--- config.mk ---
export PLATFORM = sky130hd
export DESIGN_NAME = led_pulse_width_serializer_top
export DESIGN_NICKNAME = d
export VERILOG_FILES = /design/src/rtl/core/lpws_pkg.sv /design/src/rtl/core/lpws_front.sv /design/src/rtl/core/lpws_queue.sv /design/src/rtl/core/lpws_back.sv /design/src/rtl/core/led_pulse_width_serializer_top.sv
export SDC_FILE = /design/constraint.sdc
export NUM_CORES = 1
export LEC_CHECK = 0
export BUFFER_PORTS_ARGS = -buffer_cell sky130_fd_sc_hd__buf_2
export CORE_MARGIN = 5
export CORE_UTILIZATION = 45
export CTS_CLUSTER_DIAMETER = 40
export DETAILED_ROUTE_END_ITERATION = 10
export GPL_TIMING_DRIVEN = 0
export PLACE_DENSITY_LB_ADDON = 0.12
export SLEW_MARGIN = 15
export SYNTH_ARGS = -nofsm -noshare
export SYNTH_HDL_FRONTEND = slang
export SYNTH_SLANG_ARGS = --single-unit
--- constraint.sdc ---
create_clock -name aclk -period 3.3 [get_ports aclk]
set_clock_uncertainty 0.05 [all_clocks]
set_input_delay 0.66 -clock aclk [delete_from_list [all_inputs] [get_ports aclk]]
set_output_delay 0.66 -clock aclk [all_outputs]
set_load 0.01 [all_outputs]
--- src/rtl/core/lpws_pkg.sv ---
// Package for the LED pulse-width serializer.
// Holds the item, result and configuration types plus register codes.
// No dependencies.
`timescale 1ns / 1ps

package lpws_pkg;

    // Configuration register indexes
    localparam int unsigned CFG_IDX_W = 3;
    localparam logic [CFG_IDX_W-1:0] CFG_ZERO_HIGH = 3'd0;
    localparam logic [CFG_IDX_W-1:0] CFG_ZERO_LOW  = 3'd1;
    localparam logic [CFG_IDX_W-1:0] CFG_ONE_HIGH  = 3'd2;
    localparam logic [CFG_IDX_W-1:0] CFG_ONE_LOW   = 3'd3;
    localparam logic [CFG_IDX_W-1:0] CFG_LATCH_LOW = 3'd4;
    localparam int unsigned CFG_DATA_W = 16;

    // Reset values of the timing registers
    localparam logic [7:0]  RST_ZERO_HIGH = 8'd28;
    localparam logic [7:0]  RST_ZERO_LOW  = 8'd64;
    localparam logic [7:0]  RST_ONE_HIGH  = 8'd56;
    localparam logic [7:0]  RST_ONE_LOW   = 8'd48;
    localparam logic [15:0] RST_LATCH_LOW = 16'd4400;

    // Bits per colour byte
    localparam logic [3:0] BITS_PER_BYTE = 4'd8;

    // Input kind carried on tuser
    localparam logic OP_TICK = 1'b0;
    localparam logic OP_LOAD = 1'b1;

    // Line phase, one-hot
    typedef enum logic [3:0] {
        PH_IDLE  = 4'b0001,
        PH_HIGH  = 4'b0010,
        PH_LOW   = 4'b0100,
        PH_LATCH = 4'b1000
    } phase_t;

    // Classified input item
    typedef struct packed {
        logic       is_load;
        logic [7:0] data_byte;
        logic       end_of_frame;
    } item_t;

    // Result, line_level in the lowest bit
    typedef struct packed {
        logic busy_res;
        logic frame_done;
        logic byte_done;
        logic accepted;
        logic line_level;
    } result_t;

    // Timing configuration
    typedef struct packed {
        logic [7:0]  zero_high_ticks;
        logic [7:0]  zero_low_ticks;
        logic [7:0]  one_high_ticks;
        logic [7:0]  one_low_ticks;
        logic [15:0] latch_low_ticks;
    } cfg_t;

endpackage

--- src/rtl/core/lpws_front.sv ---
// Front stage of the LED pulse-width serializer: accepts input transactions
// and classifies them into items for the queue. Depends on lpws_pkg.
`timescale 1ns / 1ps

module lpws_front (
    input  logic           aclk,
    input  logic           aresetn,
    input  logic           s_tvalid,
    output logic           s_tready,
    input  logic [7:0]     s_tdata,   // [7:0] data_byte
    input  logic           s_tlast,
    input  logic [0:0]     s_tuser,   // [0] op
    output logic           item_valid,
    input  logic           item_ready,
    output lpws_pkg::item_t item
);

    logic            valid_reg, valid_next;
    lpws_pkg::item_t item_reg, item_next;

    // Take a new transaction whenever the slot is empty or draining
    assign s_tready = !valid_reg || item_ready;

    // Classify: ticks carry no byte and no frame mark
    always_comb begin
        valid_next = valid_reg;
        item_next  = item_reg;
        if (s_tready) begin
            valid_next = s_tvalid;
            item_next.is_load      = (s_tuser[0] == lpws_pkg::OP_LOAD);
            item_next.data_byte    = (s_tuser[0] == lpws_pkg::OP_LOAD) ? s_tdata : 8'd0;
            item_next.end_of_frame = (s_tuser[0] == lpws_pkg::OP_LOAD) && s_tlast;
        end
    end

    always_ff @(posedge aclk) begin
        if (!aresetn) begin
            valid_reg <= 1'b0;
        end else begin
            valid_reg <= valid_next;
        end
        item_reg <= item_next;
    end

    assign item_valid = valid_reg;
    assign item       = item_reg;

endmodule

--- src/rtl/core/lpws_queue.sv ---
// Short item queue between the front and back of the serializer.
// Depends on lpws_pkg.
`timescale 1ns / 1ps

module lpws_queue #(
    parameter int unsigned DEPTH = 2
) (
    input  logic            aclk,
    input  logic            aresetn,
    input  logic            push_valid,
    output logic            push_ready,
    input  lpws_pkg::item_t push_item,
    output logic            pop_valid,
    input  logic            pop_ready,
    output lpws_pkg::item_t pop_item
);

    localparam int unsigned PTR_W = (DEPTH > 1) ? $clog2(DEPTH) : 1;
    localparam int unsigned CNT_W = $clog2(DEPTH + 1);
    localparam logic [PTR_W-1:0] LAST_PTR = PTR_W'(DEPTH - 1);
    localparam logic [CNT_W-1:0] FULL_CNT = CNT_W'(DEPTH);

    lpws_pkg::item_t  entry_reg [DEPTH];
    logic [PTR_W-1:0] wr_ptr_reg, wr_ptr_next;
    logic [PTR_W-1:0] rd_ptr_reg, rd_ptr_next;
    logic [CNT_W-1:0] count_reg, count_next;
    logic             do_push, do_pop;

    assign push_ready = (count_reg != FULL_CNT);
    assign pop_valid  = (count_reg != '0);
    assign pop_item   = entry_reg[rd_ptr_reg];
    assign do_push    = push_valid && push_ready;
    assign do_pop     = pop_valid && pop_ready;

    // Advance pointers with wrap and track fill level
    always_comb begin
        wr_ptr_next = wr_ptr_reg;
        rd_ptr_next = rd_ptr_reg;
        count_next  = count_reg;
        if (do_push) begin
            wr_ptr_next = (wr_ptr_reg == LAST_PTR) ? '0 : wr_ptr_reg + PTR_W'(1);
        end
        if (do_pop) begin
            rd_ptr_next = (rd_ptr_reg == LAST_PTR) ? '0 : rd_ptr_reg + PTR_W'(1);
        end
        if (do_push && !do_pop) begin
            count_next = count_reg + CNT_W'(1);
        end else if (do_pop && !do_push) begin
            count_next = count_reg - CNT_W'(1);
        end
    end

    always_ff @(posedge aclk) begin
        if (!aresetn) begin
            wr_ptr_reg <= '0;
            rd_ptr_reg <= '0;
            count_reg  <= '0;
        end else begin
            wr_ptr_reg <= wr_ptr_next;
            rd_ptr_reg <= rd_ptr_next;
            count_reg  <= count_next;
        end
    end

    // Store pushed items
    always_ff @(posedge aclk) begin
        if (do_push) begin
            entry_reg[wr_ptr_reg] <= push_item;
        end
    end

endmodule

--- src/rtl/core/lpws_back.sv ---
// Back end of the serializer: runs the pulse timing state machine on each
// queued item and holds the result register. Depends on lpws_pkg.
`timescale 1ns / 1ps

module lpws_back (
    input  logic              aclk,
    input  logic              aresetn,
    input  lpws_pkg::cfg_t    cfg,
    input  logic              item_valid,
    output logic              item_ready,
    input  lpws_pkg::item_t   item,
    output logic              res_valid,
    input  logic              res_ready,
    output lpws_pkg::result_t res
);

    lpws_pkg::phase_t  phase_reg, phase_next;
    logic [7:0]        shifter_reg, shifter_next;
    logic [3:0]        bits_left_reg, bits_left_next;
    logic [15:0]       tick_count_reg, tick_count_next;
    logic              frame_ending_reg, frame_ending_next;
    logic              out_valid_reg, out_valid_next;
    lpws_pkg::result_t out_reg, out_next;

    logic       one_bit;
    logic [7:0] high_dur, low_dur;
    logic [15:0] tick_inc;
    logic       step;

    // Pop an item whenever the result slot is free or being taken
    assign step       = item_valid && (!out_valid_reg || res_ready);
    assign item_ready = !out_valid_reg || res_ready;

    assign one_bit  = shifter_reg[7];
    assign high_dur = one_bit ? cfg.one_high_ticks : cfg.zero_high_ticks;
    assign low_dur  = one_bit ? cfg.one_low_ticks  : cfg.zero_low_ticks;
    assign tick_inc = tick_count_reg + 16'd1;

    // Next line state and result for the item at the queue head
    always_comb begin
        phase_next        = phase_reg;
        shifter_next      = shifter_reg;
        bits_left_next    = bits_left_reg;
        tick_count_next   = tick_count_reg;
        frame_ending_next = frame_ending_reg;
        out_next          = out_reg;
        out_valid_next    = out_valid_reg;
        if (res_ready) begin
            out_valid_next = 1'b0;
        end
        if (step) begin
            out_next       = '0;
            out_valid_next = 1'b1;
            if (item.is_load) begin
                if (phase_reg == lpws_pkg::PH_IDLE) begin
                    shifter_next      = item.data_byte;
                    bits_left_next    = lpws_pkg::BITS_PER_BYTE;
                    frame_ending_next = item.end_of_frame;
                    phase_next        = lpws_pkg::PH_HIGH;
                    tick_count_next   = '0;
                    out_next.accepted = 1'b1;
                end
            end else begin
                unique case (phase_reg)
                    lpws_pkg::PH_HIGH: begin
                        tick_count_next = tick_inc;
                        if (tick_inc >= {8'd0, high_dur}) begin
                            phase_next      = lpws_pkg::PH_LOW;
                            tick_count_next = '0;
                        end
                    end
                    lpws_pkg::PH_LOW: begin
                        tick_count_next = tick_inc;
                        if (tick_inc >= {8'd0, low_dur}) begin
                            shifter_next    = {shifter_reg[6:0], 1'b0};
                            tick_count_next = '0;
                            if (bits_left_reg != 4'd0) begin
                                bits_left_next = bits_left_reg - 4'd1;
                            end
                            if (bits_left_reg <= 4'd1) begin
                                out_next.byte_done = 1'b1;
                                phase_next = frame_ending_reg ? lpws_pkg::PH_LATCH
                                                              : lpws_pkg::PH_IDLE;
                                frame_ending_next = 1'b0;
                            end else begin
                                phase_next = lpws_pkg::PH_HIGH;
                            end
                        end
                    end
                    lpws_pkg::PH_LATCH: begin
                        tick_count_next = tick_inc;
                        if (tick_inc >= cfg.latch_low_ticks) begin
                            out_next.frame_done = 1'b1;
                            phase_next          = lpws_pkg::PH_IDLE;
                            tick_count_next     = '0;
                        end
                    end
                    default: begin
                    end
                endcase
            end
            out_next.line_level = (phase_next == lpws_pkg::PH_HIGH);
            out_next.busy_res   = (phase_next != lpws_pkg::PH_IDLE);
        end
    end

    always_ff @(posedge aclk) begin
        if (!aresetn) begin
            phase_reg        <= lpws_pkg::PH_IDLE;
            shifter_reg      <= '0;
            bits_left_reg    <= '0;
            tick_count_reg   <= '0;
            frame_ending_reg <= 1'b0;
            out_valid_reg    <= 1'b0;
        end else begin
            phase_reg        <= phase_next;
            shifter_reg      <= shifter_next;
            bits_left_reg    <= bits_left_next;
            tick_count_reg   <= tick_count_next;
            frame_ending_reg <= frame_ending_next;
            out_valid_reg    <= out_valid_next;
        end
        out_reg <= out_next;
    end

    assign res_valid = out_valid_reg;
    assign res       = out_reg;

    // A taken load always starts a high pulse
    a_load_starts_high: assert property (@(posedge aclk) disable iff (!aresetn)
        (out_valid_reg && out_reg.accepted) |-> (out_reg.line_level && out_reg.busy_res))
        else $error("accepted load did not start a high pulse");

    // Frame completion leaves the line idle
    a_frame_done_idle: assert property (@(posedge aclk) disable iff (!aresetn)
        (out_valid_reg && out_reg.frame_done) |-> !out_reg.busy_res)
        else $error("frame_done while still busy");

    // Byte completion never coincides with a high level
    a_byte_done_low: assert property (@(posedge aclk) disable iff (!aresetn)
        (out_valid_reg && out_reg.byte_done) |-> !out_reg.line_level)
        else $error("byte_done with line high");

    // Bit counter stays within one byte
    a_bits_range: assert property (@(posedge aclk) disable iff (!aresetn)
        bits_left_reg <= lpws_pkg::BITS_PER_BYTE)
        else $error("bit counter out of range");

    // Bit pulses never count past an 8-bit duration
    a_pulse_count: assert property (@(posedge aclk) disable iff (!aresetn)
        (phase_reg == lpws_pkg::PH_HIGH || phase_reg == lpws_pkg::PH_LOW)
            |-> (tick_count_reg[15:8] == 8'd0))
        else $error("pulse tick count exceeds 8 bits");

endmodule

--- src/rtl/core/led_pulse_width_serializer_top.sv ---
// LED pulse-width serializer, top level: ports, timing registers and the
// front / queue / back chain. Depends on lpws_pkg, lpws_front, lpws_queue, lpws_back.
`timescale 1ns / 1ps

// Drives one addressable-LED data line. Each input transaction is either a
// tick of time (tuser 0) or a byte load (tuser 1, byte on tdata, tlast marks
// the last byte of a frame), and each gives exactly one result transaction
// with line_level, accepted, byte_done, frame_done and busy_res. Bytes go out
// MSB first, each bit a high pulse then a low pulse whose lengths in ticks
// come from the timing registers; after a frame's last byte the line stays
// low for latch_low_ticks. A load while busy is refused (accepted 0). The
// block takes one transaction per clock cycle while the result stream is not
// held back; each result passes through the front register, the item queue and
// the result register, and the pulse state machine in the back end updates
// once per item. Timing registers reset to 28/64/56/48/4400 and are written
// on the cfg channel, which is always ready; write them only while idle.

module led_pulse_width_serializer_top #(
    parameter int unsigned QUEUE_DEPTH = 2
) (
    input  logic                              aclk,
    input  logic                              aresetn,
    // Input stream
    input  logic                              s_tvalid,
    output logic                              s_tready,
    input  logic [7:0]                        s_tdata,   // [7:0] data_byte
    input  logic                              s_tlast,   // end_of_frame
    input  logic [0:0]                        s_tuser,   // [0] op
    // Result stream
    output logic                              m_tvalid,
    input  logic                              m_tready,
    // [0] line_level, [1] accepted, [2] byte_done, [3] frame_done,
    // [4] busy_res, [7:5] zero
    output logic [7:0]                        m_tdata,
    // Configuration write channel
    input  logic                              cfg_valid,
    output logic                              cfg_ready,
    input  logic [lpws_pkg::CFG_IDX_W-1:0]    cfg_index,
    input  logic [lpws_pkg::CFG_DATA_W-1:0]   cfg_data
);

    lpws_pkg::cfg_t    cfg_reg, cfg_next;
    lpws_pkg::item_t   front_item, queue_item;
    lpws_pkg::result_t result;
    logic              front_valid, front_ready;
    logic              queue_valid, queue_ready;

    assign cfg_ready = 1'b1;

    // Decode configuration writes
    always_comb begin
        cfg_next = cfg_reg;
        if (cfg_valid) begin
            unique case (cfg_index)
                lpws_pkg::CFG_ZERO_HIGH: cfg_next.zero_high_ticks = cfg_data[7:0];
                lpws_pkg::CFG_ZERO_LOW:  cfg_next.zero_low_ticks  = cfg_data[7:0];
                lpws_pkg::CFG_ONE_HIGH:  cfg_next.one_high_ticks  = cfg_data[7:0];
                lpws_pkg::CFG_ONE_LOW:   cfg_next.one_low_ticks   = cfg_data[7:0];
                lpws_pkg::CFG_LATCH_LOW: cfg_next.latch_low_ticks = cfg_data;
                default: begin
                end
            endcase
        end
    end

    always_ff @(posedge aclk) begin
        if (!aresetn) begin
            cfg_reg.zero_high_ticks <= lpws_pkg::RST_ZERO_HIGH;
            cfg_reg.zero_low_ticks  <= lpws_pkg::RST_ZERO_LOW;
            cfg_reg.one_high_ticks  <= lpws_pkg::RST_ONE_HIGH;
            cfg_reg.one_low_ticks   <= lpws_pkg::RST_ONE_LOW;
            cfg_reg.latch_low_ticks <= lpws_pkg::RST_LATCH_LOW;
        end else begin
            cfg_reg <= cfg_next;
        end
    end

    lpws_front u_front (
        .aclk       (aclk),
        .aresetn    (aresetn),
        .s_tvalid   (s_tvalid),
        .s_tready   (s_tready),
        .s_tdata    (s_tdata),
        .s_tlast    (s_tlast),
        .s_tuser    (s_tuser),
        .item_valid (front_valid),
        .item_ready (front_ready),
        .item       (front_item)
    );

    lpws_queue #(
        .DEPTH (QUEUE_DEPTH)
    ) u_queue (
        .aclk       (aclk),
        .aresetn    (aresetn),
        .push_valid (front_valid),
        .push_ready (front_ready),
        .push_item  (front_item),
        .pop_valid  (queue_valid),
        .pop_ready  (queue_ready),
        .pop_item   (queue_item)
    );

    lpws_back u_back (
        .aclk       (aclk),
        .aresetn    (aresetn),
        .cfg        (cfg_reg),
        .item_valid (queue_valid),
        .item_ready (queue_ready),
        .item       (queue_item),
        .res_valid  (m_tvalid),
        .res_ready  (m_tready),
        .res        (result)
    );

    assign m_tdata = {3'b000, result};

endmodule

==> report_table.html, run 1 <==
<table>
<tr><th>Metric</th><th>Value</th></tr>
<tr><th colspan="2">Layout</th></tr>
<tr><td>Final non-filler cell total</td><td>slightly below 1000</td></tr>
<tr><td>Share of cells above drive strength 1</td><td>23.6%</td></tr>
<tr><td>Net total in the final layout</td><td>about 850</td></tr>
<tr><td>Commonest non-fill, non-tap cells in the layout</td><td>sky130_fd_sc_hd__nand2_1 (139), sky130_fd_sc_hd__dfxtp_1 (75), sky130_fd_sc_hd__a21oi_1 (54)</td></tr>
<tr><td>Largest register FFs</td><td>48</td></tr>
<tr><td>Synth-to-Final Area Change</td><td>25.1%</td></tr>
<tr><td>Most common library cell in the layout ignoring fill and taps</td><td>sky130_fd_sc_hd__nand2_1</td></tr>
<tr><td>Antenna Diode Count</td><td>0</td></tr>
<tr><th colspan="2">GRT</th></tr>
<tr><td>Vias in the first global route</td><td>about 5000</td></tr>
<tr><td>Global-route wire length before repair</td><td>about 25000 um</td></tr>
<tr><td>Routing usage on met3</td><td>5.94%</td></tr>
<tr><td>GR Layer Usage met1</td><td>around a quarter</td></tr>
<tr><td>Met2 track utilization from global routing</td><td>31.1%</td></tr>
<tr><td>Initial antenna violation count</td><td>0</td></tr>
<tr><td>Sum of overflow across all layers after global routing</td><td>0</td></tr>
<tr><td>Global-route usage over all layers</td><td>19.4%</td></tr>
<tr><td>Global route hottest layer</td><td>met2</td></tr>
<tr><td>Pin count of the biggest net entering global routing</td><td>17</td></tr>
<tr><th colspan="2">Outcome</th></tr>
<tr><td>Status</td><td>complete, no violations</td></tr>
<tr><th colspan="2">Synth</th></tr>
<tr><td>Average size of a mapped cell</td><td>9.11 um2</td></tr>
<tr><td>Library cell with the largest summed area after synthesis</td><td>sky130_fd_sc_hd__dfxtp_1</td></tr>
<tr><td>Share of synthesized registers carrying an async set or reset</td><td>0%</td></tr>
<tr><td>Main flop type after synthesis</td><td>sky130_fd_sc_hd__dfxtp_1</td></tr>
<tr><td>Share of the yosys chip area belonging to registers</td><td>44.5%</td></tr>
<tr><td>Cell types with the largest area share after synthesis</td><td>sky130_fd_sc_hd__dfxtp_1 (28%), sky130_fd_sc_hd__edfxtp_1 (17%), sky130_fd_sc_hd__nand2_1 (8.5%)</td></tr>
<tr><td>Area share of the largest cell type after synthesis</td><td>between 20% and 30%</td></tr>
<tr><td>#FFs+latches synth</td><td>approximately 120</td></tr>
<tr><td>Number of enable flip-flop cells after synthesis</td><td>35</td></tr>
<tr><td>Syn. warnings</td><td>0</td></tr>
<tr><td>Cell count after synthesis</td><td>between 600 and 700</td></tr>
<tr><td>Netlist area before placement</td><td>6310 um2</td></tr>
<tr><td>Number of distinct standard cells referenced by the synthesized netlist</td><td>62</td></tr>
<tr><th colspan="2">Place</th></tr>
<tr><td>Sum of net half-perimeters after detailed placement</td><td>10800 um</td></tr>
<tr><td>Count of input and output buffers</td><td>39</td></tr>
<tr><td>Weighted congestion at the end of routability-driven global placement</td><td>0.861</td></tr>
<tr><td>Number of instances in the placed design</td><td>914</td></tr>
<tr><th colspan="2">Setup path</th></tr>
<tr><td>Data arrival time of the critical path</td><td>3.47 ns</td></tr>
<tr><td>Crit Path Class</td><td>flop to flop</td></tr>
<tr><td>Cell-by-cell listing of the critical path</td><td>nand4_2 &gt; nor4_4 &gt; nand3_2 &gt; xnor2_2 &gt; ha_1 &gt; nand3_2 &gt; nor3_2 &gt; o2111ai_1 &gt; o211ai_1 &gt; nor2_2 &gt; o211ai_4 &gt; buf_6 &gt; a21oi_2 &gt; a21o_1</td></tr>
<tr><td>Critical path launch point</td><td>u_back.tick_count_reg[7]$_SDFFE_PN0P_</td></tr>
<tr><td>Stages on the worst setup path</td><td>14</td></tr>
<tr><td>Critical path's top delay family</td><td>simple AND/OR/NAND/NOR gates</td></tr>
<tr><td>Worst endpoint required time</td><td>roughly 3.6 ns</td></tr>
<tr><td>Buffers &amp; Inverters on Critical Path</td><td>1</td></tr>
<tr><td>Endpoint type of the worst setup path</td><td>flop</td></tr>
<tr><td>Depth of the most critical reg-to-reg path</td><td>14</td></tr>
<tr><td>Highest net fanout along the worst path</td><td>5</td></tr>
<tr><td>Dominant cell type by count on the critical path</td><td>sky130_fd_sc_hd__nand3_2</td></tr>
<tr><td>Critical register-to-register path endpoint</td><td>u_back.tick_count_reg[13]$_SDFFE_PN0P_</td></tr>
<tr><td>Slowest stage delay, CP</td><td>approximately 0.44 ns</td></tr>
<tr><td>Max stage delay cell, worst path</td><td>sky130_fd_sc_hd__dfxtp_2</td></tr>
<tr><td>Startpoint of the lowest-slack register-to-register path</td><td>u_back.tick_count_reg[7]$_SDFFE_PN0P_</td></tr>
<tr><td>Minimum setup slack among reg-to-reg paths</td><td>0.1 ns</td></tr>
<tr><td>Worst setup path endpoint</td><td>u_back.tick_count_reg[13]$_SDFFE_PN0P_</td></tr>
<tr><td>Type of element launching the critical path</td><td>flop</td></tr>
<tr><th colspan="2">Die</th></tr>
<tr><td>Total Die Area</td><td>approximately 17000 um2</td></tr>
<tr><td>Core region area</td><td>roughly 14000 um2</td></tr>
<tr><td>Die outline width</td><td>between 100 and 150 um</td></tr>
<tr><td># IOs</td><td>45</td></tr>
<tr><td>Starting utilization of the core area</td><td>between 40 and 50%</td></tr>
<tr><td>Number of placement rows</td><td>43</td></tr>
<tr><td>Die span in y</td><td>~130 um</td></tr>
<tr><th colspan="2">Clock tree</th></tr>
<tr><td>Clock root buffer master</td><td>sky130_fd_sc_hd__clkbuf_16</td></tr>
<tr><td>Clock Pin Slew Worst Setup and Hold Paths</td><td>0.06 ns</td></tr>
<tr><td>Clock sink count</td><td>roughly 120</td></tr>
<tr><td>TritonCTS Buffers</td><td>17</td></tr>
<tr><td>Later-pin clock latency in the skew report</td><td>roughly 0.43 ns</td></tr>
<tr><td>CTS H-tree depth</td><td>4</td></tr>
<tr><td>Hold_buf cts</td><td>0</td></tr>
<tr><td>TritonCTS clock tree</td><td>built</td></tr>
<tr><td>Max Root-Sink Buffers</td><td>2</td></tr>
<tr><th colspan="2">Routing</th></tr>
<tr><td>Post-route DRC violation count</td><td>0</td></tr>
<tr><td>Total iterations of the first detailed-routing run</td><td>5</td></tr>
<tr><td>Overall via count from detail_route</td><td>between 5000 and 6000</td></tr>
<tr><td>Via density per instance</td><td>approximately 5.3</td></tr>
<tr><td>WL final</td><td>approximately 16000 um</td></tr>
<tr><td>Starting DRT DRC Count</td><td>about 260</td></tr>
<tr><td>Wirelength per Cell</td><td>16.1 um</td></tr>
<tr><td>Antenna Nets Post-Route</td><td>0</td></tr>
<tr><th colspan="2">Timing</th></tr>
<tr><td>Fmax</td><td>~0.31 GHz</td></tr>
<tr><td>Slew Limit Headroom</td><td>a little under half</td></tr>
<tr><td>Period utilisation layout</td><td>a little under 100%</td></tr>
<tr><td>Final Hold Slack</td><td>0.389 ns</td></tr>
<tr><td>Total Negative Setup Slacks</td><td>0 ns</td></tr>
<tr><td>Final setup violation count</td><td>0</td></tr>
<tr><td>Final min period</td><td>around 3.2 ns</td></tr>
<tr><td>RSZ-0062 raised after global routing</td><td>yes</td></tr>
<tr><td>Final count of hold timing violations</td><td>0</td></tr>
<tr><td>Total count of max-transition violations in the final report</td><td>0</td></tr>
<tr><td>Pin slew with the least headroom to its limit</td><td>0.814 ns</td></tr>
<tr><th colspan="2">Power and ir drop</th></tr>
<tr><td>Areal power density over the cells</td><td>~570 nW/um2</td></tr>
<tr><td>VDD IR-drop max</td><td>0.415 mV</td></tr>
<tr><td>Leak Pwr</td><td>between 3 and 4 nW</td></tr>
<tr><th colspan="2">Hold path</th></tr>
<tr><td>HP Class</td><td>flop to flop</td></tr>
<tr><th colspan="2">Run</th></tr>
<tr><td>Count of max-cap constraint violations</td><td>0</td></tr>
</table>
[final cells by class]
class | count | area, um2
Buffer | 33 | 175
Clock buffer | 17 | 425
Clock inverter | 15 | 175
Fill cell | 1231 | 5920
Inverter | 26 | 101
Multi-Input combinational cell | 512 | 3540
Sequential cell | 123 | 2850
Tap cell | 180 | 225
Timing Repair Buffer | 65 | 410
[layer usage]
layer / routed length [um] / part of all wire, % / up-vias
met4: 393 / 2.5 / 0
met5: 0 / 0 / -
met2: 7360 / 47 / 114
li1: - / - / 2583
met3: 711 / 4.5 / 35
met1: 7190 / 46 / 2430
[report_power, final]
group	switching (W)	internal [W]	total (W)
registers	0.0000789	0.00171	0.00179
clock network	0.000768	0.00114	0.00191
logic	0.000462	0.000312	0.000775
total	0.00131	0.00316	0.00447
[synthesized netlist by cell type, types with 2 or more instances]
cell / number
sky130_fd_sc_hd__and2_1: 12
sky130_fd_sc_hd__mux2_2: 3
sky130_fd_sc_hd__clkbuf_1: 23
sky130_fd_sc_hd__a21oi_1: 57
sky130_fd_sc_hd__ha_1: 36
sky130_fd_sc_hd__o22a_1: 3
sky130_fd_sc_hd__nand3b_1: 4
sky130_fd_sc_hd__buf_4: 4
sky130_fd_sc_hd__mux2i_1: 35
sky130_fd_sc_hd__a221o_1: 2
sky130_fd_sc_hd__nor3_1: 9
sky130_fd_sc_hd__nand4_2: 2
sky130_fd_sc_hd__inv_1: 26
sky130_fd_sc_hd__edfxtp_1: 35
sky130_fd_sc_hd__xor2_1: 5
sky130_fd_sc_hd__o211ai_1: 7
sky130_fd_sc_hd__or2_2: 6
sky130_fd_sc_hd__buf_6: 3
sky130_fd_sc_hd__or2b_1: 2
sky130_fd_sc_hd__a211oi_1: 3
sky130_fd_sc_hd__nand4_1: 2
sky130_fd_sc_hd__nand2b_1: 15
sky130_fd_sc_hd__xnor2_1: 11
sky130_fd_sc_hd__a31oi_1: 4
sky130_fd_sc_hd__buf_2: 2
sky130_fd_sc_hd__nor4_4: 2
sky130_fd_sc_hd__o21ai_0: 27
sky130_fd_sc_hd__nand2_1: 143
sky130_fd_sc_hd__or3_1: 5
sky130_fd_sc_hd__nor2_1: 35
sky130_fd_sc_hd__nand4b_1: 4
sky130_fd_sc_hd__dfxtp_1: 88
sky130_fd_sc_hd__conb_1: 2
sky130_fd_sc_hd__nor3b_1: 3
sky130_fd_sc_hd__a21o_1: 10
sky130_fd_sc_hd__and3_1: 8
sky130_fd_sc_hd__and4_1: 4
sky130_fd_sc_hd__nor2b_1: 3
sky130_fd_sc_hd__nand3_1: 20
sky130_fd_sc_hd__a21oi_2: 6
[through the flow]
stage	util [%]	total power (W)	instance area, um2	setup slack [ns]
after CTS	54.2	0.00450	7500	0.00767
final	57.2	0.00447	7900	0.0957
after floorplan	-	0.00237	6320	0.127
after detailed placement	48.8	0.00259	6740	-0.773
after global placement	48.8	0.00257	6740	-0.701
after global routing	57.2	0.00469	7900	-0.0827
[timing repair]
action | 4_1_cts | 5_1_grt
cloned | 1 | 0
pin swaps | 6 | 25
gates resized for setup | 23 | 57
buffers inserted | 7 | 18
endpoints found under the setup margin | 37 | 32
[worst min-delay path by stage]
stage / startpoint / end / slack (ns) / depth (start not counted)
after floorplan: u_front.item[0]$_DFFE_PP_ / u_queue.entry_reg[0][0]$_DFFE_PP_ / 0.37 / 0
after global placement: u_front.item[4]$_SDFFCE_PN0P_ / u_queue.entry_reg[0][4]$_DFFE_PP_ / 0.38 / 0
after detailed placement: u_front.item[4]$_SDFFCE_PN0P_ / u_queue.entry_reg[0][4]$_DFFE_PP_ / 0.38 / 0
after CTS: u_front.item[4]$_SDFFCE_PN0P_ / u_queue.entry_reg[1][4]$_DFFE_PP_ / 0.39 / 0
after global routing: u_front.item[7]$_SDFFCE_PN0P_ / u_queue.entry_reg[1][7]$_DFFE_PP_ / 0.40 / 0
final: u_front.item[4]$_SDFFCE_PN0P_ / u_queue.entry_reg[1][4]$_DFFE_PP_ / 0.39 / 0
[logic make-up after synthesis]
group | after synthesis | synth area share [%]
multiplexers | 38 | 6.08
flip-flops | 123 | 44.5
AO/OA/AOI/OAI | 131 | 13.1
XOR/XNOR | 16 | 2.22
other | 2 | 0.119
buffers and inverters | 60 | 4.22
AND/OR/NAND/NOR | 287 | 22.6
adder cells (fa/ha/maj) | 36 | 7.13
Note: power is estimated with default switching activity, not from simulation.
==> run 2: changes to the inputs <==
- PLACE_DENSITY: unset -> 0.72
- PLACE_DENSITY_LB_ADDON: 0.12 -> unset
==> run 2 against run 1 <==
The run now ends with setup timing left. Die area is the same. Worst hold slack improved by 0.0044 ns. Routed wire length is 8.0% lower. Maximum frequency fell by 3.5%. Critical path depth rose by 2. Sequential share of layout area is 1.1 points higher. Setup slack got worse by 0.12 ns.
==> report_table.html, run 2 (synthesis gave the netlist of run 1 again) <==
<table>
<tr><th>Metric</th><th>Value</th></tr>
<tr><th colspan="2">Setup path</th></tr>
<tr><td>Cell-by-cell listing of the critical path</td><td>buf_6 &gt; nand4_1 &gt; nor4_4 &gt; nand3_2 &gt; xnor2_2 &gt; ha_1 &gt; nand3_2 &gt; nor4_2 &gt; a211oi_2 &gt; o211ai_1 &gt; buf_4 &gt; nor2_1 &gt; o211ai_4 &gt; buf_6 &gt; a21oi_2 &gt; a21o_1</td></tr>
<tr><td>Startpoint of the lowest-slack register-to-register path</td><td>u_back.tick_count_reg[10]$_SDFFE_PN0P_</td></tr>
<tr><td>Data arrival time of the critical path</td><td>3.57 ns</td></tr>
<tr><td>Highest net fanout along the worst path</td><td>10</td></tr>
<tr><td>Slowest stage delay, CP</td><td>0.36 ns</td></tr>
<tr><td>Critical path launch point</td><td>u_back.tick_count_reg[10]$_SDFFE_PN0P_</td></tr>
<tr><td>Crit Path Class</td><td>flop to flop</td></tr>
<tr><td>Worst endpoint required time</td><td>3.55 ns</td></tr>
<tr><td>Max stage delay cell, worst path</td><td>sky130_fd_sc_hd__nor4_4</td></tr>
<tr><td>Endpoint type of the worst setup path</td><td>flop</td></tr>
<tr><td>Buffers &amp; Inverters on Critical Path</td><td>3</td></tr>
<tr><td>Critical path's top delay family</td><td>simple AND/OR/NAND/NOR gates</td></tr>
<tr><td>Type of element launching the critical path</td><td>flop</td></tr>
<tr><th colspan="2">Timing</th></tr>
<tr><td>RSZ-0062 raised after global routing</td><td>yes</td></tr>
<tr><td>Slew Limit Headroom</td><td>about 47%</td></tr>
<tr><td>Setup slack after layout</td><td>-0.0210 ns</td></tr>
<tr><td>Fmax</td><td>roughly 0.3 GHz</td></tr>
<tr><td>Pin slew with the least headroom to its limit</td><td>a little under 0.8 ns</td></tr>
<tr><td>Final count of hold timing violations</td><td>0</td></tr>
<tr><td>Final min period</td><td>3.32 ns</td></tr>
<tr><td>Period utilisation layout</td><td>101%</td></tr>
<tr><td>Total Negative Setup Slacks</td><td>-0.0603 ns</td></tr>
<tr><td>Final Hold Slack</td><td>between 0.3 and 0.4 ns</td></tr>
<tr><td>Final setup violation count</td><td>5</td></tr>
<tr><td>Total count of max-transition violations in the final report</td><td>0</td></tr>
<tr><th colspan="2">Power and ir drop</th></tr>
<tr><td>Leak Pwr</td><td>about 3.1 nW</td></tr>
<tr><td>VDD IR-drop max</td><td>between 0.4 and 0.5 mV</td></tr>
<tr><td>Areal power density over the cells</td><td>about 560 nW/um2</td></tr>
<tr><th colspan="2">GRT</th></tr>
<tr><td>Global-route usage over all layers</td><td>18.3%</td></tr>
<tr><td>Pin count of the biggest net entering global routing</td><td>17</td></tr>
<tr><td>Initial antenna violation count</td><td>0</td></tr>
<tr><td>Global-route wire length before repair</td><td>between 20000 and 25000 um</td></tr>
<tr><td>Vias in the first global route</td><td>4848</td></tr>
<tr><td>Sum of overflow across all layers after global routing</td><td>0</td></tr>
<tr><th colspan="2">Die</th></tr>
<tr><td># IOs</td><td>45</td></tr>
<tr><td>Core region area</td><td>13800 um2</td></tr>
<tr><td>Total Die Area</td><td>roughly 17000 um2</td></tr>
<tr><td>Die outline width</td><td>around 130 um</td></tr>
<tr><td>Die span in y</td><td>~130 um</td></tr>
<tr><td>Starting utilization of the core area</td><td>45.7%</td></tr>
<tr><td>Number of placement rows</td><td>43</td></tr>
<tr><th colspan="2">Run</th></tr>
<tr><td>Count of max-cap constraint violations</td><td>0</td></tr>
<tr><th colspan="2">Clock tree</th></tr>
<tr><td>TritonCTS clock tree</td><td>built</td></tr>
<tr><td>Later-pin clock latency in the skew report</td><td>between 0.4 and 0.5 ns</td></tr>
<tr><td>Hold_buf cts</td><td>0</td></tr>
<tr><td>Clock Pin Slew Worst Setup and Hold Paths</td><td>~0.06 ns</td></tr>
<tr><td>Clock root buffer master</td><td>sky130_fd_sc_hd__clkbuf_16</td></tr>
<tr><td>Max Root-Sink Buffers</td><td>2</td></tr>
<tr><td>TritonCTS Buffers</td><td>17</td></tr>
<tr><td>CTS H-tree depth</td><td>4</td></tr>
<tr><td>Clock sink count</td><td>123</td></tr>
<tr><th colspan="2">Place</th></tr>
<tr><td>Number of instances in the placed design</td><td>a little over 900</td></tr>
<tr><td>Weighted congestion at the end of routability-driven global placement</td><td>0.836</td></tr>
<tr><td>Count of input and output buffers</td><td>39</td></tr>
<tr><td>Sum of net half-perimeters after detailed placement</td><td>~10000 um</td></tr>
<tr><th colspan="2">Hold path</th></tr>
<tr><td>Startpoint of the worst hold path</td><td>u_front.item[4]$_SDFFCE_PN0P_</td></tr>
<tr><td>HP Class</td><td>flop to flop</td></tr>
<tr><th colspan="2">Routing</th></tr>
<tr><td>Antenna Nets Post-Route</td><td>0</td></tr>
<tr><td>Post-route DRC violation count</td><td>0</td></tr>
<tr><td>WL final</td><td>about 14000 um</td></tr>
<tr><td>Wirelength per Cell</td><td>14.9 um</td></tr>
<tr><td>Total iterations of the first detailed-routing run</td><td>5</td></tr>
<tr><td>Via density per instance</td><td>5.24</td></tr>
<tr><td>Overall via count from detail_route</td><td>between 5000 and 6000</td></tr>
<tr><td>Starting DRT DRC Count</td><td>~240</td></tr>
<tr><th colspan="2">Layout</th></tr>
<tr><td>Net total in the final layout</td><td>between 800 and 900</td></tr>
<tr><td>Final non-filler cell total</td><td>964</td></tr>
<tr><td>Synth-to-Final Area Change</td><td>21.1%</td></tr>
<tr><td>Largest register FFs</td><td>48</td></tr>
<tr><td>Share of cells above drive strength 1</td><td>approximately a fifth</td></tr>
<tr><td>Commonest non-fill, non-tap cells in the layout</td><td>sky130_fd_sc_hd__nand2_1 (142), sky130_fd_sc_hd__dfxtp_1 (76), sky130_fd_sc_hd__a21oi_1 (54)</td></tr>
<tr><td>Antenna Diode Count</td><td>0</td></tr>
<tr><td>Most common library cell in the layout ignoring fill and taps</td><td>sky130_fd_sc_hd__nand2_1</td></tr>
<tr><th colspan="2">Outcome</th></tr>
<tr><td>Status</td><td>finished with violations</td></tr>
<tr><td>Violated checks</td><td>setup timing</td></tr>
</table>
[run 2: changes by cell type in the layout (fill, tap and decap cells not counted), sizes merged]
| cell | delta |
|---|---|
| clkbuf | +5 |
| bufinv | -1 |
| clkinv | +3 |
| buf | -8 |
| inv | -9 |
| clkinvlp | +2 |
| dlymetal6s2s | +1 |
[run 2: cell type report]
class | count | area (um2)
clock buffer | 22 | 465
multi-input combinational | 512 | 3400
sequential | 123 | 2840
tap | 180 | 225
buffer | 33 | 175
inverter | 26 | 101
fill | 1233 | 6180
timing repair buffer | 58 | 348
clock inverter | 10 | 93.8
[run 2: metal layers]
metal / up-vias / GRT usage (%) / wire [um]
li1: 2571 / - / -
met1: 2331 / 23.3 / 6400
met2: 118 / 29.5 / 6900
met3: 29 / 4.28 / 733
met4: 0 / 8.36 / 364
met5: - / 0 / 0
[run 2: path summary, 6_finish.rpt]
check	endpoint	slack, ns	cells past startpoint
setup / recovery	u_back.tick_count_reg[13]$_SDFFE_PN0P_	-0.02	16
setup reg to reg	u_back.tick_count_reg[13]$_SDFFE_PN0P_	-0.02	16
hold / removal	u_queue.entry_reg[0][4]$_DFFE_PP_	0.39	0
hold reg to reg	u_queue.entry_reg[0][4]$_DFFE_PP_	0.39	0
[run 2: per-stage QoR]
stage	util, %	total power [W]	cell area [um2]	setup WS, ns
finish	55.3	0.00432	7640	-0.0210
global route	55.3	0.00452	7640	-0.121
CTS	53.5	0.00433	7390	-0.00741
detailed placement	48.8	0.00257	6740	-0.566
global placement	48.8	0.00256	6740	-0.545
floorplan	-	0.00237	6320	0.127
[run 2: report_power, final]
group	internal, W	switching [W]
Sequential	0.00171	0.0000774
Clock	0.00108	0.000676
Combinational	0.000313	0.000458
[run 2: what timing repair did]
item,CTS,global route
gates cloned,1,1
buffers inserted,4,13
endpoints found under the setup margin,37,33
hold endpoints to repair,0,0
gates resized for setup,17,37
pin swaps,4,19
[run 2: worst reg2reg max path: cells and delay by family, from the launching register on]
kind	cells	cell delay, ns
and+or+nand+nor	6	1.16
AOI/OAI and AO/OA	5	0.66
buffers and inverters	3	0.49
adders and majority gates	1	0.35
DFF	1	0.33
xor gates and xnor gates	1	0.17
